==> config.mk <==
export PLATFORM = sky130hd
export DESIGN_NAME = ptl_div_cell
export DESIGN_NICKNAME = d
export VERILOG_FILES = /design/src/design/ptl_pkg.sv /design/src/design/ptl_div_cell.sv
export SDC_FILE = /design/constraint.sdc
export NUM_CORES = 1
export LEC_CHECK = 0
export BUFFER_PORTS_ARGS = -buffer_cell sky130_fd_sc_hd__buf_2
export CAP_MARGIN = 20
export CORE_AREA = 2 2 341 343
export DETAILED_ROUTE_END_ITERATION = 8
export DIE_AREA = 0 0 343 345
export GPL_TIMING_DRIVEN = 1
export SETUP_SLACK_MARGIN = 0.4
export SLEW_MARGIN = 10
export SYNTH_ARGS = -nofsm -noshare
export SYNTH_HDL_FRONTEND = slang
export SYNTH_SLANG_ARGS = --single-unit
==> constraint.sdc <==
create_clock -name clk -period 7.7 [get_ports clk]
set_clock_uncertainty 0.05 [all_clocks]
set_input_delay 1.54 -clock clk [delete_from_list [all_inputs] [get_ports clk]]
set_output_delay 1.54 -clock clk [all_outputs]
set_load 0.03 [all_outputs]
==> src/design/ptl_pkg.sv <==
package ptl_pkg;

  localparam int CW   = 21;
  localparam int DW   = CW + 1;
  localparam int PW   = 2 * DW;
  localparam int SW   = PW + 2;
  localparam int MW   = SW - 1;
  localparam int LOW  = (MW + 1) / 2;
  localparam int HIW  = MW - LOW;
  localparam int NW   = MW + CW;
  localparam int QW   = CW + 2;
  localparam int QIW  = $clog2(QW);
  localparam int CMPW = SW + QW;
  localparam int QSW  = QW + 1;
  localparam int RW   = CW + 4;
  localparam int RRW  = 2 * RW + 2;
  localparam int SQW  = RRW / 2;
  localparam int SIW  = $clog2(SQW);
  localparam int TW   = RRW + 2;
  localparam int OW   = CW + 2;
  localparam int LW   = CW + 1;
  localparam int NRW  = QSW + 1;
  localparam int IDXW = 3;

  typedef enum logic [IDXW-1:0] {
    REG_START_X,
    REG_START_Y,
    REG_START_Z,
    REG_END_X,
    REG_END_Y,
    REG_END_Z
  } reg_idx_t;

  typedef struct packed {
    logic [2:0][NW-1:0] rem;
    logic [2:0][QW-1:0] quo;
    logic [SW-1:0]      dd;
    logic               dneg;
    logic [2:0]         dsgn;
    logic [2:0][DW-1:0] v;
    logic [SW-1:0]      vv;
    logic               dot_pos;
    logic               degen;
  } div_t;

  typedef struct packed {
    logic [RRW-1:0]     rrem;
    logic [RRW-1:0]     vrem;
    logic [SQW-1:0]     rroot;
    logic [SQW-1:0]     vroot;
    logic [2:0][OW-1:0] nearest;
    logic               dot_pos;
    logic               degen;
  } sqrt_t;

endpackage

==> src/design/ptl_div_cell.sv <==
module ptl_div_cell (
  input  logic                    clk,
  input  logic                    rst,
  input  logic                    en,
  input  logic [ptl_pkg::QIW-1:0] bit_pos,
  input  logic                    vld_in,
  input  ptl_pkg::div_t           din,
  output logic                    vld_out,
  output ptl_pkg::div_t           dout
);
  import ptl_pkg::*;

  logic [CMPW-1:0] divisor;
  div_t            nxt;

  always_comb begin
    divisor = CMPW'(din.dd) << bit_pos;
    nxt = din;
    for (int i = 0; i < 3; i++) begin
      if (CMPW'(din.rem[i]) >= divisor) begin
        nxt.rem[i] = din.rem[i] - NW'(divisor);
        nxt.quo[i][bit_pos] = 1'b1;
      end
    end
  end

  always_ff @(posedge clk) begin
    if (rst) begin
      vld_out <= 1'b0;
    end else if (en) begin
      vld_out <= vld_in;
    end
  end

  always_ff @(posedge clk) begin
    if (en) begin
      dout <= nxt;
    end
  end

endmodule

==> results.yml, run 1 <==
die:
  die_y_um: 345
  die_x_um: 343
  core_um2: 115000
  row_count: 125
  boundaryPins: 872
  initial_core_util: 0.262
  die-area_um2: 118000
placement:
  port_buffers: 871
  place.gp.congestion: 0.980
  postPlaceCellArea_um2: 36800
  dp_hpwl_um: 119000
timing:
  slew_viol_final: 0
  rsz0062_at_grt: "no"
  period_share: 0.878
  setup-tns-final_ns: 0
  finalSetupViolCount: 0
  final.min_clock_period_ns: 6.76
  relSlewSlack: 0.281
  clock.fmax_mhz: 148
  finalHoldViolCount: 0
  tightest_slew_ns: 1.07
clocking:
  cts.path.max_buffers: 3
  insertion_delay_ns: 0.66
  cts_tree: "yes"
  cts-buffers-inserted: 54
  cts.repair.resized: 0
  cts-hold-fix-buffers: 0
  htreeDepth: 2
  cts_setup_buffers: 0
  clk_pin_slew_ns: 0.06
  cts-root-buf: "clkbuf_16"
  clock_sinks: 432
synth:
  ys.flop_type: "edfxtp_1"
  synth_cells: 3063
  ys_seq_area_frac: 0.429
  syn_avg_cell_area_um2: 9.86
  synth-edff-count: 431
  synth-seq-cells: 432
  synthesis.nets: 3704
  yosysWarnings: 0
  synth_area_um2: 30200
  synthArstFlopShare: 0
  ys_types: 90
hold_path:
  hold_class: "register to register"
grt:
  grt_util_all_layers: 0.229
  grt_pass1_vias: 27800
  grt_max_degree: 114
  overflow: 0
  grt_antenna_before_repair: 51
  grt_pass1_wl_um: 196000
worst_setup_path:
  required_ns: 8.05
  cp_slowest_cell: "a21oi_1"
  crit_type: "input port to register"
  cp_cell_sequence: "buf_2 -> buf_12 -> mux4_2 -> mux2i_1 -> nand2_1 -> o21ai_0 -> nor2_1 -> a21oi_1 -> ha_1 -> nand2_1 -> o21ai_0 -> a22oi_1 -> a211oi_1 -> o21ai_1 -> and3b_1 -> a2111o_1 -> a21oi_1 -> o221a_2 -> buf_12 -> mux2_2"
  cp.arrival_ns: 7.12
  critPathMaxFanout: 49
  cp_top_family: "compound AO/OA/AOI/OAI gates"
  cp_slowest_stage_delay_ns: 0.76
  cp.buffers_inverters: 3
  endpoint_kind: "register"
  crit_path_start_kind: "input port"
drt:
  wl_um: 142000
  final_antenna_net_count: 0
  dr.pass1.iters: 6
  drc: 0
  routed_via_density: 5.14
  dr_total_vias: 28400
  routedWlPerCell_um: 25.7
  drt_iter0_markers: 2169
power:
  power.leakage_uw: 0.0161
  ir_drop_mv: 0.177
  powerDensity_nw_per_um2: 247
final_layout:
  final_nets: 4585
  final_cell_mix: "870 x buf_2, 431 x edfxtp_1, 410 x nand2_1"
  final_common_cell: "buf_2"
  design_area_um2: 38600
  area_growth_pct: 27.8
  drive_gt1_frac: 0.304
run_status:
  status: "finished, final reports clean"
flow_run:
  maxCapViolCount: 0
## routing by layer
| layer | vias to the layer above | track usage | part of all wire | routed length, um |
|---|---|---|---|---|
| met2 | 1223 | 0.389 | 0.47 | 67100 |
| met1 | 13600 | 0.273 | 0.40 | 56700 |
| met4 | 48 | 0.0634 | 0.032 | 4590 |
| li1 | 13300 | - | - | - |
| met3 | 247 | 0.0763 | 0.093 | 13200 |
| met5 | - | 0 | 0.0021 | 300 |
## metrics by stage
stage	hold slack (ns)	power, uW	cells	setup slack, ns	util
floorplan	0.580	5520	3063	0.969	-
global placement	0.421	6960	5412	0.399	0.320
detailed placement	0.430	6950	5412	0.417	0.320
CTS	0.443	9590	5513	1.11	0.335
global route	0.493	9980	5516	0.790	0.335
finish	0.441	9510	5526	0.936	0.335
## Yosys cell counts, drive strengths merged (21+ instances only)
cell | instances | area (um^2)
nor3 | 40 | 205
o21a | 21 | 158
clkbuf | 89 | 337
nand3 | 60 | 300
o31ai | 23 | 183
a21o | 101 | 758
o21ai | 286 | 1440
xor2 | 90 | 788
o21bai | 107 | 803
xnor2 | 90 | 788
nand4 | 71 | 444
ha | 198 | 2480
nand2 | 410 | 1540
nor2b | 26 | 163
nor2 | 207 | 780
a31oi | 32 | 206
inv | 54 | 203
buf | 75 | 382
mux2i | 45 | 450
mux4 | 33 | 743
nand2b | 31 | 194
edfxtp | 431 | 12900
mux2 | 76 | 856
a21oi | 257 | 1300
## path summary, 6_finish.rpt
kind / startpoint / to / slack (ns) / depth (start not counted)
setup / recovery: bit_pos[0] / dout[325] / 0.94 / 20
hold / removal: vld_out / vld_out / 0.44 / 2
setup reg to reg: vld_out / vld_out / 7.07 / 2
hold reg to reg: vld_out / vld_out / 0.44 / 2
## kinds of logic after synthesis
logic type      synth area share
compound gates             0.199
simple gates               0.137
flops                      0.429
buf+inv                   0.0305
fa+ha+maj                 0.0840
xor+xnor                  0.0522
mux                       0.0679
## power by group
part / internal, uW / leakage (uW) / switching [uW]
Clock: 1440 / 0.000841 / 1150
Sequential: 2970 / 0.00422 / 102
Combinational: 1280 / 0.0111 / 2560
## worst reg2reg max path, delay by kind of cell, from the launching register on
family	cells	cell delay, ns
mux	1	0.11
flops	1	0.31
simple gates	1	0.05
## registers in the layout (all words and copies together), names as in the netlist
| register | count |
|---|---|
| dout | 431 |
| vld_out | 1 |
## cell type report
type                            count  area (um^2)
Antenna cell                       13         32.5
Clock buffer                       65         1390
Clock inverter                     36          373
Fill cell                       12000        76500
Inverter                           54          203
Multi-Input combinational cell   2413        16300
Sequential cell                   432        13000
Tap cell                         1524         1910
Timing Repair Buffer              989         5370
No activity file was read; power rests on OpenSTA's default activity.
==> run 2, diff against run 1 <==
BUFFER_PORTS_ARGS = default   (was -buffer_cell sky130_fd_sc_hd__buf_2)
CAP_MARGIN = default   (was 20)
CORE_AREA = 2 2 338 340   (was 2 2 341 343)
DIE_AREA = 0 0 340 342   (was 0 0 343 345)
DONT_BUFFER_PORTS = 1   (was default)
==> run 2 against run 1 <==
The run now ends with max-slew violations left. Core utilization is 3.3 points lower. Die area down 1.7%. Critical endpoint is now dout[282]. Via count fell by 11%. Maximum frequency is 4.3% higher. Power is 3.1% lower. Final area shrank 11%. Routed wire length is 2.0% lower. Clock-buffer cell count down 7. Sequential power increased by 24%. Sequential cell count stayed put. Global-route usage shrank 0.083 points.
==> results.yml, run 2 (synthesis gave the netlist of run 1 again) <==
die:
  die-area_um2: 116000
  initial_core_util: 0.267
  boundaryPins: 872
  row_count: 124
  die_y_um: 342
  core_um2: 113000
  die_x_um: 340
worst_setup_path:
  cp_slowest_cell: "a2111oi_0"
  critPathMaxFanout: 54
  cpMostUsedCell: "buf_4"
  required_ns: 8.05
  cp_cell_sequence: "mux4_2 -> nand2_1 -> nand2_1 -> o21ai_0 -> nor2_1 -> a21oi_1 -> ha_1 -> a31oi_1 -> a21oi_1 -> nor2_1 -> nor4_1 -> a2111oi_0 -> buf_4 -> a21boi_1 -> o31ai_4 -> buf_4 -> o21ai_0 -> buf_4"
  cp_slowest_stage_delay_ns: 0.77
  crit_path_start_kind: "input port"
  endpoint_kind: "register"
  cp.arrival_ns: 6.84
  crit_type: "input port to register"
drt:
  drt_iter0_markers: 1914
  drc: 0
  routed_via_density: 5.44
  routedWlPerCell_um: 30.1
  dr_total_vias: 25200
  wl_um: 139000
  final_antenna_net_count: 0
  dr.pass1.iters: 6
placement:
  port_buffers: 0
  place.gp.congestion: 0.948
  dp_hpwl_um: 115000
  dp_slack_ns: 0.292
  dp.cells: 4516
final_layout:
  largest_reg_flops: 431
  seqCellArea_um2: 13000
  top_register: "dout"
  drive_gt1_frac: 0.107
  area_growth_pct: 13.1
  fillers: 11700
  layoutNonFillerInstCount: 4620
  final_cell_mix: "431 x edfxtp_1, 410 x nand2_1, 273 x o21ai_0"
  multi_input_area_um2: 16400
  final_common_cell: "edfxtp_1"
  largest_registers: "dout (431), vld_out (1)"
  final_nets: 3699
clocking:
  cts-root-buf: "clkbuf_16"
  insertion_delay_ns: 0.66
  cts.path.max_buffers: 3
  cts_tree: "yes"
  clock_sinks: 432
  clk_pin_slew_ns: 0.06
  cts.repair.resized: 0
  cts-buffers-inserted: 52
  htreeDepth: 2
  cts_setup_buffers: 0
  cts-hold-fix-buffers: 0
hold_path:
  hold_class: "register to register"
timing:
  finalHoldViolCount: 0
  hold-worst-slack_ns: 0.603
  slew_viol_final: 352
  finalSetupViolCount: 0
  setup-tns-final_ns: 0
  setup_slack_ns: 1.21
  rsz0062_at_grt: "no"
  period_share: 0.843
  clock.fmax_mhz: 154
  final.min_clock_period_ns: 6.49
  relSlewSlack: -1.84
  tightest_slew_ns: 4.26
grt:
  overflow: 0
  grt_antenna_before_repair: 22
  grt_util_all_layers: 0.228
  grt_pass1_wl_um: 189000
  grt_pass1_vias: 24600
  grt_max_degree: 433
power:
  powerDensity_nw_per_um2: 270
  ir_drop_mv: 0.178
  power.leakage_uw: 0.0127
run_status:
  status: "complete, but fails checks"
  violations: "max-slew violations"
flow_run:
  maxCapViolCount: 0
## run 2: changes by cell type in the layout (fill, tap and decap cells not counted), moves of 2 or more
cell	before	now
buf_2	870	0
buf_4	109	100
bufinv_16	4	10
diode_2	13	7
clkbuf_1	11	6
buf_12	9	5
clkbuf_16	54	52
clkinv_1	6	4
clkinv_8	2	0
## run 2: final timing paths
kind              depth (start not counted)  slack (ns)  startpoint   endpoint
setup / recovery                         18        1.21  bit_pos[0]  dout[282]
hold / removal                            2        0.60     vld_out    vld_out
setup reg to reg                          2        6.85     vld_out    vld_out
hold reg to reg                           2        0.60     vld_out    vld_out
## run 2: per-stage QoR
step / util / area (um^2) / total power (uW)
CTS: 0.302 / 34100 / 9270
finish: 0.302 / 34200 / 9220
global route: 0.302 / 34200 / 9620
global placement: 0.285 / 32300 / 6510
detailed placement: 0.285 / 32300 / 6500
floorplan: - / 30200 / 5520
## run 2: final cells by class
type / count / area share
Clock inverter: 39 / 0.0161
Multi-Input combinational cell: 2413 / 0.479
Clock buffer: 58 / 0.0388
Tap cell: 1512 / 0.0554
Timing Repair Buffer: 105 / 0.0249
Antenna cell: 7 / 0.000513
Sequential cell: 432 / 0.379
Inverter: 54 / 0.00593
## run 2: worst max-delay path: cells and delay by family
family | cells | cell delay, ns
AOI/OAI and AO/OA | 8 | 2.75
buffers and inverters | 3 | 0.92
and+or+nand+nor | 5 | 0.54
muxes | 1 | 0.53
adders and majority gates | 1 | 0.45
## run 2: where the power goes
| part | total, uW | leakage [uW] | switching, uW | internal (uW) |
|---|---|---|---|---|
| registers | 3810 | 0.00422 | 793 | 3010 |
| logic | 2690 | 0.00754 | 1670 | 1020 |
| clock network | 2730 | 0.000892 | 1130 | 1600 |
| total | 9220 | 0.0127 | 3590 | 5630 |
## run 2: layer usage
metal	up-vias	GRT usage	share of wire
met5	-	0	0.0015
met4	22	0.0686	0.032
met3	220	0.0830	0.098
met1	12300	0.269	0.39
met2	1128	0.385	0.48
li1	11500	-	-
