==> config.mk <==
export PLATFORM = sky130hd
export DESIGN_NAME = ptl_sqrt_cell
export DESIGN_NICKNAME = d
export VERILOG_FILES = /design/src/design/ptl_pkg.sv /design/src/design/ptl_sqrt_cell.sv
export SDC_FILE = /design/constraint.sdc
export NUM_CORES = 1
export LEC_CHECK = 0
export BUFFER_PORTS_ARGS = -buffer_cell sky130_fd_sc_hd__buf_2
export CAP_MARGIN = 20
export CORE_MARGIN = 4
export CORE_UTILIZATION = 52
export CTS_CLUSTER_SIZE = 16
export DETAILED_ROUTE_END_ITERATION = 12
export PLACE_DENSITY = 0.9
export SYNTH_ARGS = -nofsm -noshare
export SYNTH_HDL_FRONTEND = slang
export SYNTH_SLANG_ARGS = --single-unit
==> constraint.sdc <==
create_clock -name clk -period 10.45 [get_ports clk]
set_input_delay 2.09 -clock clk [delete_from_list [all_inputs] [get_ports clk]]
set_output_delay 2.09 -clock clk [all_outputs]
set_load 0.005 [all_outputs]
==> src/design/ptl_pkg.sv <==
package ptl_pkg;

  localparam int CW   = 21;
  localparam int DW   = CW + 1;
  localparam int PW   = 2 * DW;
  localparam int SW   = PW + 2;
  localparam int MW   = SW - 1;
  localparam int LOW  = (MW + 1) / 2;
  localparam int HIW  = MW - LOW;
  localparam int NW   = MW + CW;
  localparam int QW   = CW + 2;
  localparam int QIW  = $clog2(QW);
  localparam int CMPW = SW + QW;
  localparam int QSW  = QW + 1;
  localparam int RW   = CW + 4;
  localparam int RRW  = 2 * RW + 2;
  localparam int SQW  = RRW / 2;
  localparam int SIW  = $clog2(SQW);
  localparam int TW   = RRW + 2;
  localparam int OW   = CW + 2;
  localparam int LW   = CW + 1;
  localparam int NRW  = QSW + 1;
  localparam int IDXW = 3;

  typedef enum logic [IDXW-1:0] {
    REG_START_X,
    REG_START_Y,
    REG_START_Z,
    REG_END_X,
    REG_END_Y,
    REG_END_Z
  } reg_idx_t;

  typedef struct packed {
    logic [2:0][NW-1:0] rem;
    logic [2:0][QW-1:0] quo;
    logic [SW-1:0]      dd;
    logic               dneg;
    logic [2:0]         dsgn;
    logic [2:0][DW-1:0] v;
    logic [SW-1:0]      vv;
    logic               dot_pos;
    logic               degen;
  } div_t;

  typedef struct packed {
    logic [RRW-1:0]     rrem;
    logic [RRW-1:0]     vrem;
    logic [SQW-1:0]     rroot;
    logic [SQW-1:0]     vroot;
    logic [2:0][OW-1:0] nearest;
    logic               dot_pos;
    logic               degen;
  } sqrt_t;

endpackage

==> src/design/ptl_sqrt_cell.sv <==
module ptl_sqrt_cell (
  input  logic                    clk,
  input  logic                    rst,
  input  logic                    en,
  input  logic [ptl_pkg::SIW-1:0] bit_pos,
  input  logic                    vld_in,
  input  ptl_pkg::sqrt_t          din,
  output logic                    vld_out,
  output ptl_pkg::sqrt_t          dout
);
  import ptl_pkg::*;

  logic [TW-1:0] unit;
  logic [TW-1:0] trial_r;
  logic [TW-1:0] trial_v;
  sqrt_t         nxt;

  always_comb begin
    unit = TW'(1) << {bit_pos, 1'b0};
    trial_r = (TW'(din.rroot) << (bit_pos + 1'b1)) + unit;
    trial_v = (TW'(din.vroot) << (bit_pos + 1'b1)) + unit;
    nxt = din;
    if (TW'(din.rrem) >= trial_r) begin
      nxt.rrem = din.rrem - RRW'(trial_r);
      nxt.rroot[bit_pos] = 1'b1;
    end
    if (TW'(din.vrem) >= trial_v) begin
      nxt.vrem = din.vrem - RRW'(trial_v);
      nxt.vroot[bit_pos] = 1'b1;
    end
  end

  always_ff @(posedge clk) begin
    if (rst) begin
      vld_out <= 1'b0;
    end else if (en) begin
      vld_out <= vld_in;
    end
  end

  always_ff @(posedge clk) begin
    if (en) begin
      dout <= nxt;
    end
  end

endmodule

==> metrics.md, run 1 <==
| Metric | Value |
|---|---|
| Outcome | `complete, no violations` |
| Die ar. | `46500 um^2` |
| Syn. warnings | `0` |
| Worst Setup Path Type | `in -> reg` |
| DRT iter0 DRCs | `2154` |
| FMAX | `101 MHz` |
| Leak | `11.4 nW` |
| Core Rows | `75` |
| Flop2flop setup slack | `9750 ps` |
| Largest net degree at the start of global routing | `91` |
| Post-synthesis cell area | `22400 um^2` |
| DRT antenna net count | `0` |
| CTS Sinks | `228` |
| Core Util, Final | `62.8%` |
| CTS tree | `yes` |
| HP Start | `vld_out$_SDFFE_PP0P_` |
| VDD IR max | `106 uV` |
| Hold Buf Count CTS | `0` |
| P per Cell Area | `154 nW/um^2` |
| Worst Path Required | `10740 ps` |
| Total vias in the final route | `21400` |
| DRC Markers | `0` |
| H-tree Lvls | `1` |
| Main synth FF type | `edfxtp_1` |
| Post-synthesis sequential area ratio | `30.5%` |
| Area Growth Syn to Fin | `18.4%` |
| MaxCap Viol Count | `0` |
| CTS Buf Count | `25` |
| Startpoint types | `input port` |
| Gpl congestion | `1.01` |
| Clk root buf | `clkbuf_16` |
| Post-CTS Repair Setup Buffers | `0` |
| Worst Slack Setup Final | `557 ps` |
| Hold path endpoint | `vld_out$_SDFFE_PP0P_` |
| Die height | `216 um` |
| Vias/cell | `6.32` |
| Die X | `216 um` |
| HP Class | `reg -> reg` |
| Initial Utilization | `53.1%` |
| Layout Skew | `0 ps` |
| Syn Nets | `2747` |
| Yosys cell types | `98` |
| R2R Path End | `vld_out$_SDFFE_PP0P_` |
| Crit-path max cell delay | `510 ps` |
| Port bufs | `463` |
| Most common cell in the netlist | `edfxtp_1` |
| RR Startpoint | `vld_out$_SDFFE_PP0P_` |
| Layout cell share with drive strength beyond 1 | `27.4%` |
| CTS clk-pin slew, worst paths | `60 ps` |
| Fraction of registers with async set/reset | `0%` |
| Drt pass-1 iters | `6` |
| Setup violations, final | `0` |
| Max-slew headroom | `38.6%` |
| Cells after Synth | `2344` |
| Total grt overflow | `0` |
| All-layer global routing usage | `32.5%` |
| #FFs+latches synth | `228` |
| Arrival time at the worst endpoint | `10180 ps` |
| I/O pins | `464` |
| Commonest cells in the netlist | `227 x edfxtp_1, 214 x nand2_1, 181 x nor2_1, 165 x ha_1, 152 x a21oi_1` |
| Cell taking the most area after synthesis | `edfxtp_1` |
| Syn_area_per_cell | `9.56 um^2` |
| WL/cell | `23.6 um` |
| DP Wirelength | `64200 um` |
| WL final | `79800 um` |
| Min cycle time layout | `9890 ps` |
| Total design power | `4.09 mW` |
| Antenna violations before repair | `7` |
| Crit. End Element | `register` |
| Top post-synthesis cells by area | `edfxtp_1 30%, ha_1 9.2%, xnor2_1 4.5%` |
| Vias in the first global route | `20700` |
| Part of the cycle the worst path needs | `94.7%` |
| Slowest stage cell on the critical path | `ha_2` |
| Clk_lat worst skew | `540 ps` |
| Number of flops mapped to enable cells by yosys | `227` |
| Worst-Margin Slew | `921 ps` |
| Fin. Hold Viols | `0` |
| Largest buffer count on any clock path | `3` |
| Hold Path Depth | `2` |
| Global-route wire length before repair | `121000 um` |
| Layout net count | `3225` |
| Final slew viol count | `0` |
| R2r worst-path depth | `2` |
| Setup slack at placement | `-681 ps` |
| Largest fanout on the critical path | `58` |
| Core footprint | `42200 um^2` |
| RSZ-0062 raised after global routing | `false` |
| Area share of the largest cell type after synthesis | `30.4%` |
[critical path: cells and delay by family]
family / cells / cell delay (ps)
buffers and inverters: 4 / 830
xor gates and xnor gates: 1 / 70
and+or+nand+nor: 8 / 1660
muxes: 2 / 770
adders and majority gates: 3 / 1210
AOI/OAI and AO/OA: 13 / 3450
[state kept, by name, indices dropped and copies added, names as in the netlist]
register,cells
vld_out,1
dout,227
[layout make-up]
class	instances	area (um^2)
clock inverters	19	211
fillers	3424	15700
repair buffers	547	3020
well taps	539	674
inverters	97	364
diodes	5	12.5
multi-input cells	1923	14800
flip-flops and latches	228	6840
clock buffers	27	633
[cell families (layout without fill, tap and decap cells)]
kind of cell | count (synthesis) | count (layout) | share of synthesized area [%]
xor gates and xnor gates | 192 | 192 | 7.59
adders and majority gates | 167 | 167 | 9.39
buffers and inverters | 193 | 690 | 4.02
muxes | 221 | 221 | 13.8
AOI/OAI and AO/OA | 677 | 677 | 20.7
other | 0 | 5 | 0
and+or+nand+nor | 666 | 666 | 14.0
DFF | 228 | 228 | 30.5
[repair_timing]
| action | 4_1_cts | 5_1_grt |
|---|---|---|
| setup endpoints to repair | 50 | 78 |
| pin swaps | 0 | 1 |
| gates resized for setup | 1 | 4 |
[power breakdown]
| part | internal (mW) | leakage (nW) | switching [mW] | total [mW] |
|---|---|---|---|---|
| clock | 0.538 | 0.391 | 0.371 | 0.909 |
| sequential | 1.19 | 2.23 | 0.0389 | 1.23 |
| combinational | 0.858 | 8.81 | 1.10 | 1.96 |
| total | 2.58 | 11.4 | 1.51 | 4.09 |
[layer usage]
metal | GRT usage [%] | wire [um] | vias up
met2 | 53.3 | 36700 | 1281
met5 | 0 | 19 | -
met4 | 10.7 | 2780 | 2
met3 | 5.82 | 7840 | 156
li1 | - | - | 9838
met1 | 43.7 | 32400 | 10100
[placed cells by master (no fill, tap or decap), types with 21 or more instances in the layout]
cell | synthesis | routed
inv_1 | 97 | 97
nor2b_1 | 30 | 30
o21bai_1 | 40 | 40
xor2_1 | 75 | 73
and2_1 | 27 | 27
ha_1 | 165 | 164
nor3_1 | 36 | 36
o22ai_1 | 31 | 31
mux2_1 | 51 | 51
xnor2_1 | 116 | 113
mux2_4 | 51 | 51
a31oi_1 | 28 | 28
nand2_1 | 214 | 214
o21ai_0 | 126 | 125
clkbuf_16 | 0 | 25
nand4_1 | 35 | 35
a21o_1 | 90 | 90
mux4_2 | 42 | 42
buf_2 | 24 | 461
buf_4 | 13 | 80
edfxtp_1 | 227 | 227
nand2b_1 | 21 | 21
nor2_1 | 181 | 181
mux2i_1 | 57 | 57
a21oi_1 | 152 | 151
nand3_1 | 50 | 50
[how the worst max path moves through the flow]
stage,to,from,cells after the start
2_1_floorplan,dout[225]$_DFFE_PP_,bit_pos[0],40
3_3_place_gp,dout[152]$_DFFE_PP_,bit_pos[1],32
3_5_place_dp,dout[148]$_DFFE_PP_,bit_pos[1],32
4_1_cts,dout[148]$_DFFE_PP_,bit_pos[1],32
5_1_grt,dout[153]$_DFFE_PP_,bit_pos[1],31
6_report,dout[138]$_DFFE_PP_,bit_pos[1],31
[through the flow]
stage	setup TNS (ps)	cells	area [um^2]	hold slack, ps
2_1_floorplan	0	2344	22400	485
3_3_place_gp	-34230	3334	25600	507
3_5_place_dp	-42370	3334	25600	568
4_1_cts	0	3380	26500	619
5_1_grt	0	3385	26500	646
6_report	0	3385	26500	626
Note: power is estimated with default switching activity, not from simulation.
==> inputs of run 2 (changes only) <==
--- a/config.mk
+++ b/config.mk
@@ -9,6 +9,7 @@
 export CAP_MARGIN = 20
 export CORE_MARGIN = 4
 export CORE_UTILIZATION = 52
+export CTS_BUF_LIST = sky130_fd_sc_hd__clkbuf_2
 export CTS_CLUSTER_SIZE = 16
 export DETAILED_ROUTE_END_ITERATION = 12
 export PLACE_DENSITY = 0.9
==> run 2 against run 1 <==
Net effect: clock skew is the same; critical path depth is 1 higher; non-clock buffer count stayed put; worst hold slack worse by 7.0 ps; global-route usage is 0.31 points higher; first-iteration DRC count up 4.7%; combinational power hardly changed; die area did not move; critical endpoint is now dout[148]$_DFFE_PP_; largest cell class unchanged.
==> metrics.md, run 2 (synthesis results as in run 1) <==
| Metric | Value |
|---|---|
| Area of the multi-input gates | `14700 um^2 (-0.19%)` |
| Area Growth Syn to Fin | `16.7%` |
| Crit path max-delay family | `compound AO/OA/AOI/OAI gates` |
| RSZ-0062 raised after global routing | `false` |
| CTS clk-pin slew, worst paths | `110 ps (+50 ps)` |
| Worst Hold Slack | `619 ps (-7.01 ps)` |
| Hold Path Depth | `2 (unchanged)` |
| Die X | `216 um (unchanged)` |
| Placed Area | `25600 um^2 (unchanged)` |
| Drt pass-1 iters | `6 (unchanged)` |
| Total grt overflow | `0 (unchanged)` |
| Core Rows | `75 (unchanged)` |
| All-layer global routing usage | `32.8% (+0.31 points)` |
| P per Cell Area | `145 nW/um^2 (-6.2%)` |
| Layout Skew | `0 ps (unchanged)` |
| Min cycle time layout | `9920 ps (+24.6 ps)` |
| Largest register FFs | `227 (unchanged)` |
| Largest buffer count on any clock path | `3 (unchanged)` |
| Leak | `11.4 nW (-0.23%)` |
| Setup slack at placement | `-681 ps (unchanged)` |
| DRT iter0 DRCs | `2255 (+4.7%)` |
| Arrival time at the worst endpoint | `10610 ps (+430 ps)` |
| Setup violations, final | `0 (unchanged)` |
| CTS tree | `yes` |
| Register bank with the most flops | `dout` |
| Port bufs | `463 (unchanged)` |
| Layout cell share with drive strength beyond 1 | `28.5% (+1.1 points)` |
| Global-route wire length before repair | `121000 um (+0.61%)` |
| FF+latch area | `6840 um^2 (unchanged)` |
| WL/cell | `23.4 um (-0.76%)` |
| Clk_lat worst skew | `950 ps (+410 ps)` |
| Hold Buf Count CTS | `0 (unchanged)` |
| Largest fanout on the critical path | `58 (unchanged)` |
| Core footprint | `42200 um^2 (unchanged)` |
| Vias in the first global route | `21100 (+1.7%)` |
| Worst path bufs/invs | `6 (+2)` |
| Crit-path max cell delay | `610 ps (+100 ps)` |
| Commonest non-fill, non-tap cell in the layout | `buf_2` |
| Worst-Margin Slew | `949 ps (+27.6 ps)` |
| H-tree Lvls | `2 (+1)` |
| Antenna violations before repair | `9 (+2)` |
| CTS Buf Count | `57 (+130%)` |
| FMAX | `101 MHz (-0.25%)` |
| Fin. Hold Viols | `0 (unchanged)` |
| Largest net degree at the start of global routing | `91 (unchanged)` |
| Die ar. | `46500 um^2 (unchanged)` |
| Outcome | `complete, no violations` |
| Top flop regs | `dout x227, vld_out x1` |
| Layout net count | `3257 (+0.99%)` |
| Vias/cell | `6.29 (-0.53%)` |
| CP most frequent cell | `nand3_1` |
| Gpl congestion | `1.01 (unchanged)` |
| Initial Utilization | `53.1% (unchanged)` |
| Crit. End Element | `register` |
| Startpoint types | `input port` |
| Slowest stage cell on the critical path | `nor4_2` |
| Crit path depth | `32 (+3.2%)` |
| VDD IR max | `83.5 uV (-21%)` |
| Worst Path Required | `11140 ps (+400 ps)` |
| Total vias in the final route | `21600 (+1.1%)` |
| DP Wirelength | `64200 um (unchanged)` |
| R2r worst-path depth | `2 (unchanged)` |
| Non-Filler Cell Area, Final | `26200 um^2 (-1.4%)` |
| Final slew viol count | `0 (unchanged)` |
| DRT antenna net count | `0 (unchanged)` |
| Part of the cycle the worst path needs | `94.9% (+0.24 points)` |
| WL final | `80400 um (+0.85%)` |
| Max-slew headroom | `36.7% (-1.8 points)` |
| Most frequent cells in the layout | `461 x buf_2, 227 x edfxtp_1, 214 x nand2_1` |
| Clk root buf | `clkbuf_2` |
| MaxCap Viol Count | `0 (unchanged)` |
| I/O pins | `464 (unchanged)` |
| Die height | `216 um (unchanged)` |
| TNS Setup | `0 ps (unchanged)` |
| Flop2flop setup slack | `9760 ps (about the same)` |
| Worst Slack Setup Final | `533 ps (-24.6 ps)` |
| HP Class | `reg -> reg` |
| CTS Sinks | `228 (unchanged)` |
| Worst Setup Path Type | `in -> reg` |
| DRC Markers | `0 (unchanged)` |
| Fillcell total | `3496 (+2.1%)` |
==> run 2: stage by stage <==
step	total power, mW	instances	utilization [%]
after floorplan	2.55	2344	-
after CTS	3.76	3433	61.9
after global placement	3.11	3334	60.7
final	3.78	3440	61.9
after global routing	4.02	3440	61.9
after detailed placement	3.15	3334	60.7
==> run 2: layer usage <==
layer	global-route usage (%)	up-vias	share of wire (%)
met2	53.3	1253	46
met3	7.86	138	10
met4	11.1	0	3.3
li1	-	9920	-
met1	43.2	10300	40
met5	0	-	0
==> run 2: path summary, 6_finish.rpt <==
kind / from / to
worst min-delay path: vld_out$_SDFFE_PP0P_ / vld_out$_SDFFE_PP0P_
worst max-delay path: bit_pos[1] / dout[148]$_DFFE_PP_
worst min register to register: vld_out$_SDFFE_PP0P_ / vld_out$_SDFFE_PP0P_
worst max register to register: vld_out$_SDFFE_PP0P_ / vld_out$_SDFFE_PP0P_
==> run 2: area by class of cell <==
class | instances | share of cell area (%)
inverters | 97 | 1.39
flip-flops and latches | 228 | 26.1
diodes | 7 | 0.0670
clock buffers | 86 | 1.65
clock inverters | 13 | 0.230
multi-input cells | 1923 | 56.4
well taps | 539 | 2.58
repair buffers | 547 | 11.6
==> run 2: repair_timing <==
| action | 4_1_cts | 5_1_grt |
|---|---|---|
| buffers inserted | 0 | 0 |
| hold endpoints to repair | 0 | 0 |
| setup endpoints to repair | 0 | 52 |
| gates resized for setup | 0 | 1 |
==> run 2: power breakdown <==
part	leakage [nW]	switching, mW	internal, mW
Sequential	2.23	0.0392	1.18
Combinational	8.80	1.10	0.857
Clock	0.373	0.383	0.218
==> run 2: worst reg2reg max path, delay by kind of cell (launching register included) <==
kind             cells  cell delay (ps)
muxes                1              170
DFF                  1              350
and+or+nand+nor      1               60
